`src/hw/rtl/tes_pkg.sv`:
```
// Shared types, constants and helpers for the thermal erosion stencil.
// Depends on nothing; every other file of the block depends on it.
`default_nettype none

package tes_pkg;

   localparam int DEF_MAX_ROW_LENGTH = 1024;
   localparam int MAX_ROW_COUNT      = 4096;

   localparam int HEIGHT_W   = 16;
   localparam int ROW_LEN_W  = 11;
   localparam int ROW_CNT_W  = 13;
   localparam int OUT_ROW_W  = 12;
   localparam int CSR_IDX_W  = 2;
   localparam int CSR_DATA_W = 16;

   localparam logic [ROW_LEN_W-1:0] ROW_LENGTH_RESET = 11'd1024;
   localparam logic [ROW_CNT_W-1:0] ROW_COUNT_RESET  = 13'd1024;

   // erosion arithmetic
   localparam int SUM_W       = 19;                 // 8 excesses of 16 bits
   localparam int CNT_W       = 4;                  // 0..8 low neighbors
   localparam int PROD_W      = SUM_W + HEIGHT_W;
   localparam int FRAC_SHIFT  = 18;                 // /4 and the Q0.16 gain
   localparam int QUOT_W      = PROD_W - FRAC_SHIFT;
   localparam int REM_W       = 4;
   localparam int SCAN_IDX_W  = 3;
   localparam int DIV_CNT_W   = 5;
   localparam logic [SCAN_IDX_W-1:0] SCAN_LAST = 3'd7;
   localparam logic [DIV_CNT_W-1:0]  DIV_LAST  = 5'(QUOT_W - 1);

   localparam int WIN_SIZE   = 9;
   localparam int WIN_IDX_W  = 4;
   localparam logic [WIN_IDX_W-1:0] WIN_CENTRE = 4'd4;

   typedef enum logic [CSR_IDX_W-1:0] {
      CSR_ROW_LENGTH  = 2'd0,
      CSR_ROW_COUNT   = 2'd1,
      CSR_TALUS_LIMIT = 2'd2,
      CSR_MOVE_GAIN   = 2'd3
   } csr_index_type;

   typedef enum logic [2:0] {
      ST_IDLE,
      ST_LOAD,
      ST_SCAN,
      ST_MULT,
      ST_DIVIDE,
      ST_FIX,
      ST_EMIT
   } state_type;

   typedef struct packed {
      logic ready;    // input side may take a word
      logic accept;   // input word taken this cycle
      logic load;     // shift window, write line stores, advance counters
      logic scan;     // fold one neighbor into sum and count
      logic mult;     // sum times gain
      logic div;      // one quotient bit
      logic fix;      // subtract the moved amount from the centre
      logic emit;     // load the output register
   } cmd_type;

   typedef struct packed {
      logic req_valid;
      logic drop;       // drain tick before the map is complete
      logic emit;       // this word produces a result
      logic interior;   // result cell needs erosion
      logic scan_last;
      logic count_zero;
      logic div_last;
      logic out_free;
   } status_type;

   // Window slot of neighbor k, rows oldest first, centre skipped.
   function automatic logic [WIN_IDX_W-1:0] nb_index(input logic [SCAN_IDX_W-1:0] k);
      logic [WIN_IDX_W-1:0] idx;
      idx = {1'b0, k};
      if (k >= 3'd4) begin
         idx = {1'b0, k} + 4'd1;
      end
      return idx;
   endfunction

endpackage

`default_nettype wire

```
`src/hw/rtl/tes_ctrl.sv`:
```
// Sequencer of the erosion stencil: steps one word through load, scan, multiply, divide, fix, emit.
// Depends on tes_pkg for state, command and status types.
`default_nettype none

module tes_ctrl (
   input  wire                       clock,
   input  wire                       reset,
   input  wire tes_pkg::status_type  status,
   output tes_pkg::cmd_type          cmd
);
   import tes_pkg::*;

   state_type state_ff;
   state_type state_in;

   always_ff @(posedge clock) begin
      if (reset) begin
         state_ff <= ST_IDLE;
      end else begin
         state_ff <= state_in;
      end
   end

   always_comb begin
      state_in = state_ff;
      unique case (state_ff)
         ST_IDLE: begin
            if (status.req_valid && !status.drop) begin
               state_in = ST_LOAD;
            end
         end
         ST_LOAD: begin
            if (status.interior) begin
               state_in = ST_SCAN;
            end else if (status.emit) begin
               state_in = ST_EMIT;
            end else begin
               state_in = ST_IDLE;
            end
         end
         ST_SCAN: begin
            if (status.scan_last) begin
               state_in = ST_MULT;
            end
         end
         ST_MULT: begin
            // no low neighbor: the centre already sits in the result register
            state_in = status.count_zero ? ST_EMIT : ST_DIVIDE;
         end
         ST_DIVIDE: begin
            if (status.div_last) begin
               state_in = ST_FIX;
            end
         end
         ST_FIX: begin
            state_in = ST_EMIT;
         end
         ST_EMIT: begin
            if (status.out_free) begin
               state_in = ST_IDLE;
            end
         end
         default: begin
            state_in = ST_IDLE;
         end
      endcase
   end

   always_comb begin
      cmd = '0;
      unique case (state_ff)
         ST_IDLE: begin
            cmd.ready  = 1'b1;
            cmd.accept = status.req_valid;
         end
         ST_LOAD:   cmd.load = 1'b1;
         ST_SCAN:   cmd.scan = 1'b1;
         ST_MULT:   cmd.mult = 1'b1;
         ST_DIVIDE: cmd.div  = 1'b1;
         ST_FIX:    cmd.fix  = 1'b1;
         ST_EMIT:   cmd.emit = status.out_free;
         default:   cmd = '0;
      endcase
   end

endmodule

`default_nettype wire

```
`config.mk`:
```
export PLATFORM = sky130hd
export DESIGN_NAME = tes_ctrl
export DESIGN_NICKNAME = d
export VERILOG_FILES = /design/src/hw/rtl/tes_pkg.sv /design/src/hw/rtl/tes_ctrl.sv
export SDC_FILE = /design/constraint.sdc
export NUM_CORES = 1
export LEC_CHECK = 0
export ABC_AREA = 1
export BUFFER_PORTS_ARGS = -buffer_cell sky130_fd_sc_hd__buf_2
export CORE_AREA = 5 5 42 44
export DETAILED_ROUTE_END_ITERATION = 10
export DIE_AREA = 0 0 47 49
export HOLD_SLACK_MARGIN = 0.08
export PLACE_DENSITY = 0.59
export SYNTH_ARGS = -nofsm -noshare
export SYNTH_HDL_FRONTEND = slang
export SYNTH_SLANG_ARGS = --single-unit
```
`constraint.sdc`:
```
create_clock -name clock -period 2.45 [get_ports clock]
set_clock_uncertainty 0.15 [all_clocks]
set_input_delay 0.735 -clock clock [delete_from_list [all_inputs] [get_ports clock]]
set_output_delay 0.735 -clock clock [all_outputs]
set_load 0.1 [all_outputs]
```
# Word level (Yosys, flattened, before mapping)
# Cells that the tools add are included.
# classes
addsub	0
multipliers	0
div	0
order_cmp	0
n_eq_ne	10
n_shift	0
mux	15
n_bitwise	0
reduce_logical	4
# op_table
op	n
one-hot mux 3 bit (7 select lines)	1
2-to-1 mux 3 bit	6
equality test 3 bit, second input constant	3
inequality test 2 bit, second input constant	4
equality test 3 x 2 -> 1 bit, second input constant	2
2-to-1 mux 1 bit	6
2-to-1 mux 2 bit	2
AND reduction 4 bit	1
equality test 3 x 1 -> 1 bit, second input constant	1
zero test 3 bit	1
logical AND 1 bit	1
zero test 1 bit	1
# word_totals
ff_bits	3
latch_bits	0
ram_bits	0
romBits	0
inputBits	10
output_inout_bits	8
elab_cells	30
n_memories	0

# Depth between registers and ports, before layout
# depth
ltp_word	4
mapped_depth	8
ltp_nobuf	7

# Least setup slack after synthesis
# No wires, ideal clock.
# synth_timing
path_type	in2out
startpoint	input status[0] in the netlist's numbering
endpoint	output cmd[0] in the netlist's numbering
t_arrival_ps	2833
t_required_ps	1565
slack_ps	-1268
path_stages	2
n_path_buf	0
cell_sequence	inv_1 nor3_1
# synth_lines
item	line_no	text
start, declared	tes_ctrl.sv:8	input wire tes_pkg::status_type status,
end, declared	tes_ctrl.sv:9	output tes_pkg::cmd_type cmd

==> flow_summary_export.csv <==
group,metric,value,unit
timing,hold_viol,0,
cts,ctsResizeCount,0,
placement,dpl_cell_area,493,um^2
layout,regArea,61.3,um^2
cts,clock_sinks,3,
grt,grt_max_degree,9,
floorplanning,die_w,47,um
layout,largest_registers,"state_ff x3",
timing,drv_slew,0,
setup_path,rr_worst_depth,7,
timing,fin_hold_ws,0.483,ns
yosys,yosys-top-cells-count,"inv_1, nand2_1, nor2_1, nor2_2, inv_2",
power_and_ir_drop,peakVddDrop,0.241,mV
placement,hpwl,669,um
setup_path,crit_type,"flip-flop to primary output",
layout,drive_above_1_share,0.583,
layout,area_growth,63.8,%
drt,postRouteAntennaNets,0,
drt,drt-total-wl,748,um
layout,num-nets-final,83,
power_and_ir_drop,power_frac_comb,0.558,
floorplanning,die_h,49,um
floorplanning,rows,14,
power_and_ir_drop,p_leak,0.284,nW
setup_path,cp-start-kind,"flip-flop",
timing,setup_viol,0,
power_and_ir_drop,clkPwrFrac,0.246,
power_and_ir_drop,swShare,0.499,
layout,regMostFlops,"state_ff",
power_and_ir_drop,pwr-share-seq,0.195,
layout,fin_area,520,um^2
yosys,ys_async_sr_fraction,0,
yosys,synth-seq-cells,3,
drt,dr.first_iter.drc_count,11,
floorplanning,dieArea,2300,um^2
run_status,status,"finished clean",
cts,insertion_delay,0.23,ns
grt,antenna_found_initial,0,
timing,fmax,0.431,GHz
yosys,ys_types,18,
cts,clockBufferDepth,2,
placement,port_buffers,17,
drt,firstDrtPassIters,4,
cts,cts-root-buf,"clkbuf_4",
cts,htreeDepth,1,
hold_path,min_path_type,"flip-flop to flip-flop",
layout,final.fill_count,159,
yosys,synth.most_common_cell,"inv_1",
floorplanning,ios,18,
yosys,syn_area,318,um^2
power_and_ir_drop,p_int,0.169,mW
layout,n_antenna_cell,0,
yosys,seq_area_frac_synth,0.189,
cts,clk_pin_slew,0.03,ns
power_and_ir_drop,cellPowerDensity,647,nW/um^2
setup_path,crit_path_max_fanout,8,
yosys,yosysTopAreaCellShare,0.189,
cts,cts_setup_buffers,0,
timing,period_share,0.946,
layout,multi_input_area,219,um^2
yosys,yosys.area.top_type,"dfxtp_1",
cts,hold_buffers,0,
timing,min_period,2.32,ns
yosys,syn_nets,62,
drt,drc,0,
yosys,synth_cells,52,
grt,grt-ovfl-total,0,
cts,cts_inserted_buffers,3,
grt,track_usage,0.0802,
floorplanning,initial_core_util,0.227,
yosys,yosys-top-cells-area,"dfxtp_1, inv_1, nor2_2",
yosys,ys_warn_count,0,
yosys,synth_edf_count,0,
timing,rsz0062_at_grt,"no",
yosys,syn_area_per_cell,6.11,um^2
setup_path,endpoint_kind,"primary output",
setup_path,worstPathArrival,1.43,ns
drt,wl_per_cell,8.50,um
grt,grt_pass1_wl,1350,um
yosys,synth_ff_type,"dfxtp_1",
timing,worstMarginPinSlew,0.489,ns
timing,slew_headroom,0.676,
cts,cts_tree,"done",
hold_path,hold_depth,3,
placement,gp_congestion,0.769,
power_and_ir_drop,p_sw,0.168,mW
layout,largest_reg_flops,3,
floorplanning,core_area,1400,um^2
grt,grt_pass1_vias,347,
setup_path,required,1.56,ns
drt,dr_total_vias,366,
job,maxCapViolCount,0,
drt,vias_per_cell,4.16,
-- final cells by class --
type | count | share of cell area
Clock buffer | 4 | 0.0505
Inverter | 13 | 0.0938
Multi-Input combinational cell | 35 | 0.421
Sequential cell | 3 | 0.118
Tap cell | 16 | 0.0385
Timing Repair Buffer | 17 | 0.279
-- worst max-delay path, cell delays in order, from the launching register on --
cell and delay (ns):
dfxtp_1 0.53, inv_2 0.14, nor2_2 0.11, buf_2 0.42
-- placed cells by master, fill, tap and decap left out --
cell	synthesis	final
inv_2	4	4
nand3_2	2	2
buf_2	0	13
and3_1	1	1
buf_12	0	4
a21oi_2	1	1
o21ai_1	1	1
nand2_2	2	2
nor2_1	6	4
clkbuf_1	0	1
nor3_2	0	1
clkbuf_4	0	3
nor2_4	1	1
dfxtp_1	3	2
dfxtp_2	0	1
nor2_2	5	7
inv_1	9	9
nand3_1	3	3
nand3b_2	1	1
nor3_4	0	1
nand2_1	8	8
o21ai_2	1	1
a21oi_1	1	1
-- power by group through the flow --
stage	Sequential [mW]	Combinational (mW)	Clock, mW
after floorplan	0.0616	0.148	0
after global placement	0.0660	0.188	0
after detailed placement	0.0658	0.190	0
after CTS	0.0651	0.190	0.0875
after global routing	0.0670	0.202	0.0959
final	0.0659	0.188	0.0830
-- per-layer routing --
metal | share of wire | global-route usage
met1 | 0.41 | 0.0943
met2 | 0.52 | 0.118
met3 | 0.070 | 0.0258
met4 | 0 | 0.0553
met5 | 0 | 0
-- logic make-up after synthesis --
kind of cell / Yosys count / share of synthesized area
simple gates: 31 / 0.535
compound gates: 4 / 0.0866
buf+inv: 14 / 0.189
flops: 3 / 0.189
-- per-stage QoR --
stage / setup WS, ns / power [mW] / instances / util / setup TNS, ns
6_report: 0.132 / 0.337 / 88 / 0.371 / 0
5_1_grt: 0.0290 / 0.365 / 88 / 0.371 / 0
4_1_cts: 0.117 / 0.343 / 88 / 0.371 / 0
3_5_place_dp: 0.282 / 0.256 / 84 / 0.352 / 0
3_3_place_gp: 0.297 / 0.254 / 84 / 0.352 / 0
2_1_floorplan: -0.415 / 0.209 / 52 / - / -0.925
-- path summary, 6_finish.rpt --
kind	startpoint	to	slack, ns
max	state_ff[2]	cmd[2]	0.13
min	state_ff[0]	state_ff[0]	0.48
max reg2reg	state_ff[2]	state_ff[0]	1.04
min reg2reg	state_ff[0]	state_ff[0]	0.48
Note: power is estimated with default switching activity, not from simulation.
